[config.mk]
export PLATFORM = sky130hd
export DESIGN_NAME = timer_based_uart_transceiver_core_flat
export DESIGN_NICKNAME = d
export VERILOG_FILES = /design/src/sv/tbut_pkg.sv /design/src/sv/tbut_if.sv /design/src/sv/timer_based_uart_transceiver_core.sv /design/src/sv/tbut_rx.sv /design/src/sv/tbut_tx.sv /design/src/flat_wrapper.sv
export VERILOG_INCLUDE_DIRS = /design/src /design/src/sv
export SDC_FILE = /design/constraint.sdc
export NUM_CORES = 1
export LEC_CHECK = 0
export BUFFER_PORTS_ARGS = -buffer_cell sky130_fd_sc_hd__buf_2
export CAP_MARGIN = 20
export CORE_ASPECT_RATIO = 1.75
export CORE_MARGIN = 1.5
export CORE_UTILIZATION = 40
export DETAILED_ROUTE_END_ITERATION = 8
export PLACE_DENSITY = 0.59
export SETUP_SLACK_MARGIN = 0.5
export SLEW_MARGIN = 25
export SYNTH_ARGS = -nofsm -noshare
export SYNTH_HDL_FRONTEND = slang
export SYNTH_SLANG_ARGS = --single-unit
[constraint.sdc]
create_clock -name clock -period 6.9 [get_ports clock]
set_input_delay 1.38 -clock clock [delete_from_list [all_inputs] [get_ports clock]]
set_output_delay 1.38 -clock clock [all_outputs]
set_load 0.05 [all_outputs]
[src/sv/timer_based_uart_transceiver_core_defines.svh]
// ----------------------------------------------------------------------------
// Timer-based UART transceiver assertion macros
// Shared concurrent assertion wrappers clocked on the block clock.
// ----------------------------------------------------------------------------
`ifndef TIMER_BASED_UART_TRANSCEIVER_CORE_DEFINES_SVH
`define TIMER_BASED_UART_TRANSCEIVER_CORE_DEFINES_SVH

// Checked on every clock edge outside reset.
`define TBUT_ASSERT(lbl, prop, msg) \
   lbl: assert property (@(posedge clock) disable iff (reset) prop) else $error(msg);

// Checked on every clock edge, reset included.
`define TBUT_ASSERT_ALWAYS(lbl, prop, msg) \
   lbl: assert property (@(posedge clock) prop) else $error(msg);

`endif

[src/sv/tbut_pkg.sv]
// ----------------------------------------------------------------------------
// Timer-based UART transceiver package
// Widths, frame constants and the result types shared by the block.
// ----------------------------------------------------------------------------
`timescale 1ns / 1ps

package tbut_pkg;

   localparam int TIMER_WIDTH   = 16;
   localparam int CSR_WIDTH     = 16;
   localparam int PERIOD_WIDTH  = (TIMER_WIDTH < CSR_WIDTH) ? TIMER_WIDTH : CSR_WIDTH;
   localparam int RX_TICK_WIDTH = PERIOD_WIDTH + 1;
   localparam int TX_TICK_WIDTH = PERIOD_WIDTH;

   localparam logic [CSR_WIDTH-1:0] BIT_PERIOD_RESET = CSR_WIDTH'(138);
   localparam logic [3:0]           RX_FRAME_BITS    = 4'd9;
   localparam logic [3:0]           TX_FRAME_BITS    = 4'd10;

   typedef struct packed {
      logic       valid;
      logic [7:0] data;
   } rx_result_type;

   typedef struct packed {
      logic line;
      logic busy;
   } tx_result_type;

endpackage

[src/sv/tbut_if.sv]
// ----------------------------------------------------------------------------
// Timer-based UART transceiver channel interfaces
// Valid/ready channels for the tick beat and the result beat.
// ----------------------------------------------------------------------------
`timescale 1ns / 1ps

interface tbut_req_if;
   logic       valid;
   logic       ready;
   logic       rx_line;
   logic       send_request;
   logic [7:0] send_byte;

   modport source (output valid, output rx_line, output send_request, output send_byte,
                   input ready);
   modport sink   (input valid, input rx_line, input send_request, input send_byte,
                   output ready);
endinterface

interface tbut_rsp_if;
   logic       valid;
   logic       ready;
   logic       tx_line;
   logic       tx_busy;
   logic       rx_valid;
   logic [7:0] rx_byte;

   modport source (output valid, output tx_line, output tx_busy, output rx_valid,
                   output rx_byte, input ready);
   modport sink   (input valid, input tx_line, input tx_busy, input rx_valid,
                   input rx_byte, output ready);
endinterface

[src/sv/timer_based_uart_transceiver_core.sv]
// ----------------------------------------------------------------------------
// Timer-based UART transceiver core
// 8N1 receiver and transmitter advanced by one clock tick per input beat.
//
//   Channel  Dir  Carries
//   req      in   rx_line, send_request, send_byte (one tick per beat)
//   rsp      out  tx_line, tx_busy, rx_valid, rx_byte (one result per beat)
//   csr      in   bit_period write (write enable and data)
//
// One beat is accepted per cycle; its result sits in the output register the
// next cycle. The state update of receiver and transmitter, done once per beat, sets
// this rate. The input is taken while the output register is empty or being
// drained, so a stalled result holds the input back. Synchronous reset
// returns both sides to idle and the bit period to 138.
// ----------------------------------------------------------------------------
`timescale 1ns / 1ps
`include "timer_based_uart_transceiver_core_defines.svh"

module timer_based_uart_transceiver_core (
   input  logic                           clock,
   input  logic                           reset,
   tbut_req_if.sink                       req,
   tbut_rsp_if.source                     rsp,
   input  logic                           csr_write_enable,
   input  logic [tbut_pkg::CSR_WIDTH-1:0] csr_write_data
);
   import tbut_pkg::*;

   logic [CSR_WIDTH-1:0]    bit_period_ff;
   logic [PERIOD_WIDTH-1:0] period;
   logic                    accept;
   logic                    rsp_valid_ff, rsp_valid_in;
   rx_result_type           rx_result;
   tx_result_type           tx_result;
   rx_result_type           rx_out_ff;
   tx_result_type           tx_out_ff;

   assign period    = bit_period_ff[PERIOD_WIDTH-1:0];
   assign req.ready = !rsp_valid_ff || rsp.ready;
   assign accept    = req.valid && req.ready;

   always_ff @(posedge clock) begin
      if (reset) begin
         bit_period_ff <= BIT_PERIOD_RESET;
      end else if (csr_write_enable) begin
         bit_period_ff <= csr_write_data;
      end
   end

   tbut_rx u_rx (
      .clock   (clock),
      .reset   (reset),
      .step    (accept),
      .rx_line (req.rx_line),
      .period  (period),
      .result  (rx_result)
   );

   tbut_tx u_tx (
      .clock        (clock),
      .reset        (reset),
      .step         (accept),
      .send_request (req.send_request),
      .send_byte    (req.send_byte),
      .period       (period),
      .result       (tx_result)
   );

   always_comb begin
      rsp_valid_in = rsp_valid_ff;
      if (accept) begin
         rsp_valid_in = 1'b1;
      end else if (rsp.ready) begin
         rsp_valid_in = 1'b0;
      end
   end

   always_ff @(posedge clock) begin
      if (reset) begin
         rsp_valid_ff <= 1'b0;
      end else begin
         rsp_valid_ff <= rsp_valid_in;
      end
   end

   always_ff @(posedge clock) begin
      if (accept) begin
         rx_out_ff <= rx_result;
         tx_out_ff <= tx_result;
      end
   end

   assign rsp.valid    = rsp_valid_ff;
   assign rsp.tx_line  = tx_out_ff.line;
   assign rsp.tx_busy  = tx_out_ff.busy;
   assign rsp.rx_valid = rx_out_ff.valid;
   assign rsp.rx_byte  = rx_out_ff.data;

   `TBUT_ASSERT(a_rx_byte_zero_when_idle, rsp.valid && !rsp.rx_valid |-> rsp.rx_byte == 8'd0, "rx_byte nonzero without rx_valid")
   `TBUT_ASSERT(a_tx_mark_when_idle, rsp.valid && !rsp.tx_busy |-> rsp.tx_line, "tx_line low while transmitter idle")
   `TBUT_ASSERT_ALWAYS(a_reset_clears_output, reset |=> !rsp.valid, "result beat valid after reset")

endmodule

[src/sv/tbut_rx.sv]
// ----------------------------------------------------------------------------
// Timer-based UART receiver
// Start edge detect, mid-bit sampling and nine-sample shift per tick beat.
// ----------------------------------------------------------------------------
`timescale 1ns / 1ps

module tbut_rx (
   input  logic                            clock,
   input  logic                            reset,
   input  logic                            step,
   input  logic                            rx_line,
   input  logic [tbut_pkg::PERIOD_WIDTH-1:0] period,
   output tbut_pkg::rx_result_type         result
);
   import tbut_pkg::*;

   logic                     prev_ff, prev_in;
   logic                     in_frame_ff, in_frame_in;
   logic [RX_TICK_WIDTH-1:0] tick_ff, tick_in;
   logic [8:0]               shift_ff, shift_in;
   logic [3:0]               bits_ff, bits_in;
   logic [8:0]               shifted;
   logic [3:0]               bits_dec;

   assign shifted  = {rx_line, shift_ff[8:1]};
   assign bits_dec = bits_ff - 4'd1;

   always_comb begin
      prev_in      = rx_line;
      in_frame_in  = in_frame_ff;
      tick_in      = tick_ff;
      shift_in     = shift_ff;
      bits_in      = bits_ff;
      result.valid = 1'b0;
      result.data  = 8'd0;
      if (in_frame_ff) begin
         if (tick_ff <= RX_TICK_WIDTH'(1)) begin
            tick_in  = RX_TICK_WIDTH'(period);
            shift_in = shifted;
            bits_in  = bits_dec;
            if (bits_dec == 4'd0) begin
               result.valid = 1'b1;
               result.data  = shifted[7:0];
               in_frame_in  = 1'b0;
               bits_in      = RX_FRAME_BITS;
               shift_in     = 9'd0;
            end
         end else begin
            tick_in = tick_ff - RX_TICK_WIDTH'(1);
         end
      end else if (prev_ff && !rx_line) begin
         in_frame_in = 1'b1;
         tick_in     = RX_TICK_WIDTH'(period) + RX_TICK_WIDTH'(period >> 1);
         bits_in     = RX_FRAME_BITS;
         shift_in    = 9'd0;
      end
   end

   always_ff @(posedge clock) begin
      if (reset) begin
         prev_ff     <= 1'b1;
         in_frame_ff <= 1'b0;
         tick_ff     <= '0;
         shift_ff    <= '0;
         bits_ff     <= RX_FRAME_BITS;
      end else if (step) begin
         prev_ff     <= prev_in;
         in_frame_ff <= in_frame_in;
         tick_ff     <= tick_in;
         shift_ff    <= shift_in;
         bits_ff     <= bits_in;
      end
   end

endmodule

[src/sv/tbut_tx.sv]
// ----------------------------------------------------------------------------
// Timer-based UART transmitter
// Frames a byte as start, eight data bits and stop, one level per bit period.
// ----------------------------------------------------------------------------
`timescale 1ns / 1ps

module tbut_tx (
   input  logic                              clock,
   input  logic                              reset,
   input  logic                              step,
   input  logic                              send_request,
   input  logic [7:0]                        send_byte,
   input  logic [tbut_pkg::PERIOD_WIDTH-1:0] period,
   output tbut_pkg::tx_result_type           result
);
   import tbut_pkg::*;

   logic                     active_ff, active_in;
   logic                     level_ff, level_in;
   logic [TX_TICK_WIDTH-1:0] tick_ff, tick_in;
   logic [9:0]               shift_ff, shift_in;
   logic [3:0]               bits_ff, bits_in;

   always_comb begin
      active_in = active_ff;
      level_in  = level_ff;
      tick_in   = tick_ff;
      shift_in  = shift_ff;
      bits_in   = bits_ff;
      if (active_ff) begin
         if (tick_ff <= TX_TICK_WIDTH'(1)) begin
            tick_in = TX_TICK_WIDTH'(period);
            if (bits_ff == 4'd0) begin
               active_in = 1'b0;
               bits_in   = TX_FRAME_BITS;
            end else begin
               level_in = shift_ff[0];
               shift_in = {1'b0, shift_ff[9:1]};
               bits_in  = bits_ff - 4'd1;
            end
         end else begin
            tick_in = tick_ff - TX_TICK_WIDTH'(1);
         end
      end else if (send_request) begin
         shift_in  = {1'b1, send_byte, 1'b0};
         bits_in   = TX_FRAME_BITS;
         tick_in   = TX_TICK_WIDTH'(period);
         active_in = 1'b1;
      end
      result.line = level_in;
      result.busy = active_in;
   end

   always_ff @(posedge clock) begin
      if (reset) begin
         active_ff <= 1'b0;
         level_ff  <= 1'b1;
         tick_ff   <= '0;
         shift_ff  <= '0;
         bits_ff   <= TX_FRAME_BITS;
      end else if (step) begin
         active_ff <= active_in;
         level_ff  <= level_in;
         tick_ff   <= tick_in;
         shift_ff  <= shift_in;
         bits_ff   <= bits_in;
      end
   end

endmodule
[src/flat_wrapper.sv]
// flat-port wrapper written by rule: the top's interface ports become plain ports
module timer_based_uart_transceiver_core_flat import tbut_pkg::*;
  (clock, reset, csr_write_enable, csr_write_data, req_valid, req_rx_line, req_send_request, req_send_byte, req_ready, rsp_valid, rsp_tx_line, rsp_tx_busy, rsp_rx_valid, rsp_rx_byte, rsp_ready);
  tbut_req_if req_i ();
  tbut_rsp_if rsp_i ();
  input  logic clock;
  input  logic reset;
  input  logic csr_write_enable;
  input  logic [tbut_pkg::CSR_WIDTH-1:0] csr_write_data;
  input wire logic [$bits(req_i.valid)-1:0] req_valid;
  input wire logic [$bits(req_i.rx_line)-1:0] req_rx_line;
  input wire logic [$bits(req_i.send_request)-1:0] req_send_request;
  input wire logic [$bits(req_i.send_byte)-1:0] req_send_byte;
  output wire logic [$bits(req_i.ready)-1:0] req_ready;
  output wire logic [$bits(rsp_i.valid)-1:0] rsp_valid;
  output wire logic [$bits(rsp_i.tx_line)-1:0] rsp_tx_line;
  output wire logic [$bits(rsp_i.tx_busy)-1:0] rsp_tx_busy;
  output wire logic [$bits(rsp_i.rx_valid)-1:0] rsp_rx_valid;
  output wire logic [$bits(rsp_i.rx_byte)-1:0] rsp_rx_byte;
  input wire logic [$bits(rsp_i.ready)-1:0] rsp_ready;
  assign req_i.valid = req_valid;
  assign req_i.rx_line = req_rx_line;
  assign req_i.send_request = req_send_request;
  assign req_i.send_byte = req_send_byte;
  assign req_ready = req_i.ready;
  assign rsp_valid = rsp_i.valid;
  assign rsp_tx_line = rsp_i.tx_line;
  assign rsp_tx_busy = rsp_i.tx_busy;
  assign rsp_rx_valid = rsp_i.rx_valid;
  assign rsp_rx_byte = rsp_i.rx_byte;
  assign rsp_i.ready = rsp_ready;
  timer_based_uart_transceiver_core u_core (.clock(clock), .reset(reset), .req(req_i), .rsp(rsp_i), .csr_write_enable(csr_write_enable), .csr_write_data(csr_write_data));
endmodule
==> results.toml, run 1 <==
[outcome]
outcome = "complete, no violations"

[clock_network]
cts_resized = 0
post_cts_buffers = 0
cts_tree = "done"
cts_max_level = 3
cts-root-buf = "clkbuf_16"
cts_buffers = 9
cts.path.max_buffers = 2
insertion_delay_ns = 0.35
clk_pin_slew_worst_paths_ns = 0.07
cts.sinks = 91
cts_hold_buf = 0

[finish]
area_delta_synth_final_pct = 11.55
multi_input_area_um2 = 3253
utilization_pct = 45.47
seq_area_um2 = 1932
fin_nets = 731
final_layout_size_suffix_gt1_share_pct = 13.70
fin_cells = 853
diodes = 0
fillerInstances = 1323

[global_routing]
grt_max_degree = 64
grt_pass1_vias = 4837
grt_pass1_wl_um = 23340
grt_overflow = 0
grtUsageTotal_pct = 20.30
antenna_found_initial = 0

[routing]
routed_wl_um = 14090
first_pass_iters = 5
drt_iter0_markers = 233
vias = 4898
antenna_left = 0
viasPerCell = 5.742
drc = 0
avgRoutedWirePerCell_um = 16.52

[synth]
syn_nets = 704
yosysUniqueCellTypes = 77
synth-edff-count = 11
yosys-top-cells-count = "82 x nor2_1, 80 x dfxtp_1, 48 x nand2_1"
yosysWarnings = 0
synth_top_flop_cell = "dfxtp_1"
syn_area_um2 = 5426
syn_area_per_cell_um2 = 8.387
synth_top_area_share_pct = 29.51
synth-seq-cells = 91
yosysMostFrequentCell = "nor2_1"
synthTopCellsByArea = "dfxtp_1 30%, edfxtp_1 6.1%, ha_1 5.8%"
synth_area_leader_cell = "dfxtp_1"
ys_seq_area_share_pct = 35.60
synthArstFlopShare_pct = 0
synthCells = 647

[sta]
worst_pin_slew_ns = 0.9492
drv_slew = 0
hold_viol = 0
fin_tns_setup_ns = 0
relSlewSlack_pct = 36.72
rsz0062_at_grt = "false"
fin_crit_sh_pct = 46.95
period_minus_slack_ns = 3.240
fmax_mhz = 308.7
finClkSkew_ns = 0.006966
setup-violations-final = 0

[worst_setup_path]
worst_ep_arrival_time_ns = 1.86
crit_top_cell = "buf_2"
cp_slowest_cell = "buf_2"
crit_buf_inv = 2
crit_type = "input pin to output port"
cp_max_fo = 3
critical_path.top_delay_family = "buffers and inverters"
critPathCaptureType = "output port"
slowest_delay_ns = 0.28
start_kind = "input pin"
crit_chain = "buf_2 > nand2b_1 > buf_2"
required_ns = 5.52

[pwr]
leakage_nw = 2.420
finalPower_mw = 1.447
power_density_nw_per_um2 = 239.0
peakVddDrop_mv = 0.1324

[floorplanning]
io_pins = 44
die_x_um = 91.05
fp.dieArea_um2 = 14300
die_h_um = 157.1
fp.coreArea_um2 = 13310
start_util_pct = 40.76
num_rows = 56

[placement]
numPortBuffers = 43
dp_cells = 837
gp_routability_congestion = 0.8874
dp_hpwl_um = 10350

[worst_hold_path]
hold_path.class = "flop to flop"

[run]
maxCapViolCount = 0
-- kinds of logic (layout without fill, tap and decap cells) --
family                   count (synthesis)  in the layout  share of synthesized area (%)
adder cells (fa/ha/maj)                 26             26                          6.133
AND/OR/NAND/NOR                        233            233                          21.56
buffers and inverters                   59             91                          4.519
multiplexers                            33             33                          6.271
XOR/XNOR                                18             18                          2.905
flip-flops                              91             91                          35.60
AO/OA/AOI/OAI                          187            187                          23.01
-- where the power goes --
part / internal (mW) / switching (mW)
sequential: 0.567 / 0.0355
clock: 0.250 / 0.233
combinational: 0.139 / 0.221
-- registers in the layout, summed over array words and instances, names as in the netlist --
name	cells
u_core.u_rx.tick_ff	17
u_core.bit_period_ff	16
u_core.u_tx.tick_ff	16
u_core.u_tx.shift_ff	10
u_core.rsp.rx_byte	8
u_core.u_rx.shift_ff	8
u_core.u_rx.bits_ff	4
u_core.u_tx.bits_ff	4
u_core.rsp.rx_valid	1
u_core.rsp.tx_busy	1
u_core.rsp.tx_line	1
u_core.rsp.valid	1
u_core.u_rx.in_frame_ff	1
u_core.u_rx.prev_ff	1
u_core.u_tx.active_ff	1
u_core.u_tx.level_ff	1
-- worst paths after layout --
kind | from | endpoint | slack (ns) | cells past startpoint
worst max-delay path | rsp_ready | req_ready | 3.66 | 3
worst min-delay path | u_core.u_tx.tick_ff[14]$_SDFFE_PP0P_ | u_core.u_tx.tick_ff[14]$_SDFFE_PP0P_ | 0.46 | 2
worst max register to register | u_core.bit_period_ff[1]$_SDFFE_PP1P_ | u_core.u_rx.tick_ff[14]$_SDFFE_PP0P_ | 3.93 | 8
worst min register to register | u_core.u_tx.tick_ff[14]$_SDFFE_PP0P_ | u_core.u_tx.tick_ff[14]$_SDFFE_PP0P_ | 0.46 | 2
-- metal layers --
| metal | up-vias | wire length, µm | GRT usage (%) |
|---|---|---|---|
| li1 | 2423 | - | - |
| met1 | 2337 | 5555 | 21.46 |
| met2 | 104 | 7667 | 38.42 |
| met3 | 34 | 381 | 2.754 |
| met4 | 0 | 485 | 10.71 |
| met5 | - | 0 | 0 |
-- worst reg2reg max path, delay by kind of cell (launching register included) --
| family | cells | cell delay, ns |
|---|---|---|
| DFF | 1 | 0.38 |
| muxes | 1 | 0.29 |
| adders and majority gates | 2 | 0.69 |
| AOI/OAI and AO/OA | 5 | 1.57 |
-- cell type report --
class                           count  share of cell area [%]
Inverter                           23                   1.426
Timing Repair Buffer               52                   4.671
Clock inverter                      7                  0.9301
Clock buffer                        9                   3.721
Sequential cell                    91                   31.91
Multi-Input combinational cell    497                   53.74
Tap cell                          174                   3.597
-- layout by cell type, fill, tap and decap left out, types with 12 or more instances in the layout --
cell type	count
a211oi_1	16
a21oi_1	46
and2_1	16
buf_2	43
dfxtp_1	80
ha_1	25
inv_1	21
mux2i_1	28
nand2_1	48
nand3_1	15
nor2_1	82
nor3_1	19
o21ai_0	38
xnor2_1	12
-- per-stage QoR --
| step | cell area, µm² | hold WS [ns] | worst slack [ns] |
|---|---|---|---|
| after global routing | 6053 | 0.4785 | 3.436 |
| after detailed placement | 5772 | 0.4509 | 3.288 |
| after CTS | 6053 | 0.4584 | 3.652 |
| final | 6053 | 0.4572 | 3.660 |
| after floorplan | 5426 | 0.4310 | 3.316 |
| after global placement | 5768 | 0.4404 | 3.407 |
(Power assumes the default switching activity.)
==> inputs of run 2 (changes only) <==
ABC_AREA = 1   (was unset)
clock period = 3.1 ns   (was 6.9 ns; I/O delays follow)
==> run 2 against run 1 <==
Effect of this change:
- global-route usage increased by 2.4 points
- critical path type is now flop to flop
- clock skew barely moved
- final cell count is 37% higher
- power up 140%
- first-iteration DRC count grew 1.7%
- synthesized cell count grew 46%
- core utilization increased by 0.51 points
- critical endpoint is now u_core.u_rx.tick_ff[16]$_SDFFE_PP0P_
- cell area up 9.7%
- setup slack worse by 2.7 ns
- sequential cell count did not move
- area after synthesis is 9.8% higher
==> results.toml, run 2 <==
[outcome]
outcome = "complete, no violations"

[worst_setup_path]
timing.rr.end = "u_core.u_rx.tick_ff[16]$_SDFFE_PP0P_"
critPathCaptureType = "flop"
startpoint = "u_core.bit_period_ff[1]$_SDFFE_PP1P_"
crit_top_cell = "nand2_1"
required_ns = 3.35
cp_slowest_cell = "fa_1"
crit_type = "flop to flop"
start_kind = "flop"
cp_max_fo = 6
crit_chain = "ha_1 > fa_1 > nand3_1 > nand3_1 > nand2_1 > nand2_1 > nand3b_1 > nand2_1 > nand2_1 > nand3_1 > nand2_1 > inv_1"
rr_startpoint = "u_core.bit_period_ff[1]$_SDFFE_PP1P_"
worst_ep_arrival_time_ns = 2.35
reg2regPathDepth = 12
reg2reg_slack_ns = 1.00
slowest_delay_ns = 0.44

[clock_network]
cts_resized = 0
insertion_delay_ns = 0.35
clk_pin_slew_worst_paths_ns = 0.08
cts_tree = "done"
cts_hold_buf = 0
cts.path.max_buffers = 2
cts.sinks = 91
cts_max_level = 3
post_cts_buffers = 0
cts-root-buf = "clkbuf_16"
cts_buffers = 9

[synth]
synthArstFlopShare_pct = 0
synthTopCellsByArea = "dfxtp_1 27%, nand2_1 18%, nor2_1 7.9%"
synth_top_area_share_pct = 26.87
yosys-top-cells-count = "286 x nand2_1, 126 x nor2_1, 113 x inv_1"
yosysWarnings = 0
yosysMostFrequentCell = "nand2_1"
yosysUniqueCellTypes = 36
synth_top_flop_cell = "dfxtp_1"
synth-seq-cells = 91
ys_seq_area_share_pct = 32.41
syn_nets = 1004
synthCells = 947
synth-edff-count = 11
syn_area_per_cell_um2 = 6.294
syn_area_um2 = 5961
synth_area_leader_cell = "dfxtp_1"

[floorplanning]
fp.coreArea_um2 = 14440
io_pins = 44
die_h_um = 164.5
die_x_um = 95.28
num_rows = 58
fp.dieArea_um2 = 15670
start_util_pct = 41.28

[sta]
relSlewSlack_pct = 58.57
fin_tns_setup_ns = 0
fin_ws_ns = 1.004
setup-violations-final = 0
drv_slew = 0
fin_crit_sh_pct = 67.62
fmax_mhz = 477.1
finClkSkew_ns = 0.007443
hold_viol = 0
worst_pin_slew_ns = 0.6208
rsz0062_at_grt = "false"
period_minus_slack_ns = 2.096

[finish]
largest_reg_flops = 17
fin_nets = 1040
largest-register = "u_core.u_rx.tick_ff"
final_layout_size_suffix_gt1_share_pct = 10.32
reg.largest.list = "u_core.u_rx.tick_ff (17), u_core.bit_period_ff (16), u_core.u_tx.tick_ff (16)"
diodes = 0
area_delta_synth_final_pct = 11.40
final_cell_mix = "286 x nand2_1, 126 x nor2_1, 113 x inv_1, 80 x dfxtp_1, 74 x a21oi_1"
mostFrequentLayoutCell = "nand2_1"

[placement]
gp_routability_congestion = 0.9198
numPortBuffers = 43
dp_slack_ns = 0.9224
dp_hpwl_um = 12670

[routing]
vias = 5843
avgRoutedWirePerCell_um = 14.01
first_pass_iters = 4
antenna_left = 0
drc = 0
viasPerCell = 5.003
drt_iter0_markers = 237
routed_wl_um = 16370

[global_routing]
grt_max_degree = 45
top_usage_layer = "met2"
grtUsageTotal_pct = 22.69
met3_usage_pct = 2.855
antenna_found_initial = 0
grt_pass1_vias = 5791
grt_use_met2_pct = 44.00
use_met1_pct = 23.37
grt_pass1_wl_um = 27460
grt_overflow = 0

[worst_hold_path]
hold_path_end = "u_core.u_tx.shift_ff[8]$_SDFFE_PP0P_"
hold_path.class = "flop to flop"
whs_path_depth = 2
worstHoldStart = "u_core.u_tx.shift_ff[8]$_SDFFE_PP0P_"

[pwr]
power_density_nw_per_um2 = 527.8
leakage_nw = 3.269
peakVddDrop_mv = 0.3148

[run]
maxCapViolCount = 0
## run 2: per-layer routing
metal / share of wire [%] / up-vias / wire, µm
met5: 0 / - / 0
met1: 38 / 2633 / 6204
li1: - / 3072 / -
met3: 2.8 / 31 / 459
met4: 3.5 / 0 / 575
met2: 56 / 107 / 9128
## run 2: cell families after synthesis
kind of cell	synth area share [%]
adder cells (fa/ha/maj)	5.584
flip-flops	32.41
AO/OA/AOI/OAI	11.96
XOR/XNOR	2.204
buffers and inverters	9.719
AND/OR/NAND/NOR	38.12
## run 2: final cells by class
cell class | instances | area, µm²
sequential | 91 | 1932
clock inverter | 7 | 78.83
tap | 180 | 225.2
timing repair buffer | 52 | 282.8
inverter | 119 | 446.7
clock buffer | 9 | 225.2
multi-input combinational | 710 | 3450
fill | 1559 | 7801
## run 2: worst max-delay path by stage
| stage | to | slack (ns) | depth (start not counted) |
|---|---|---|---|
| after floorplan | u_core.u_rx.tick_ff[10]$_SDFFE_PP0P_ | 1.0 | 9 |
| after global placement | u_core.u_tx.shift_ff[0]$_SDFFE_PP0P_ | 0.95 | 10 |
| after detailed placement | u_core.u_tx.shift_ff[0]$_SDFFE_PP0P_ | 0.92 | 10 |
| after CTS | u_core.u_tx.tick_ff[7]$_SDFFE_PP0P_ | 1.01 | 12 |
| after global routing | u_core.u_tx.tick_ff[7]$_SDFFE_PP0P_ | 0.71 | 12 |
| final | u_core.u_rx.tick_ff[16]$_SDFFE_PP0P_ | 1.00 | 12 |
## run 2: metrics by stage
step                utilization, %  power (mW)  instances  hold WS [ns]  area [µm²]
global placement             43.87       2.410       1152        0.4517        6336
detailed placement           43.87       2.408       1152        0.4592        6336
CTS                          45.98       3.538       1168        0.4702        6640
global route                 45.98       3.736       1168        0.4741        6640
floorplan                        -       2.148        947        0.4349        5961
finish                       45.98       3.504       1168        0.4669        6640
## run 2: worst max-delay path: cells and delay by family (launching register included)
family	cells	cell delay, ns
fa+ha+maj	2	0.70
buf+inv	1	0.03
flops	1	0.38
simple gates	9	0.88
## run 2: where the power goes
part / internal (mW) / switching (mW)
sequential: 1.28 / 0.0947
clock: 0.574 / 0.547
combinational: 0.338 / 0.669
total: 2.19 / 1.31
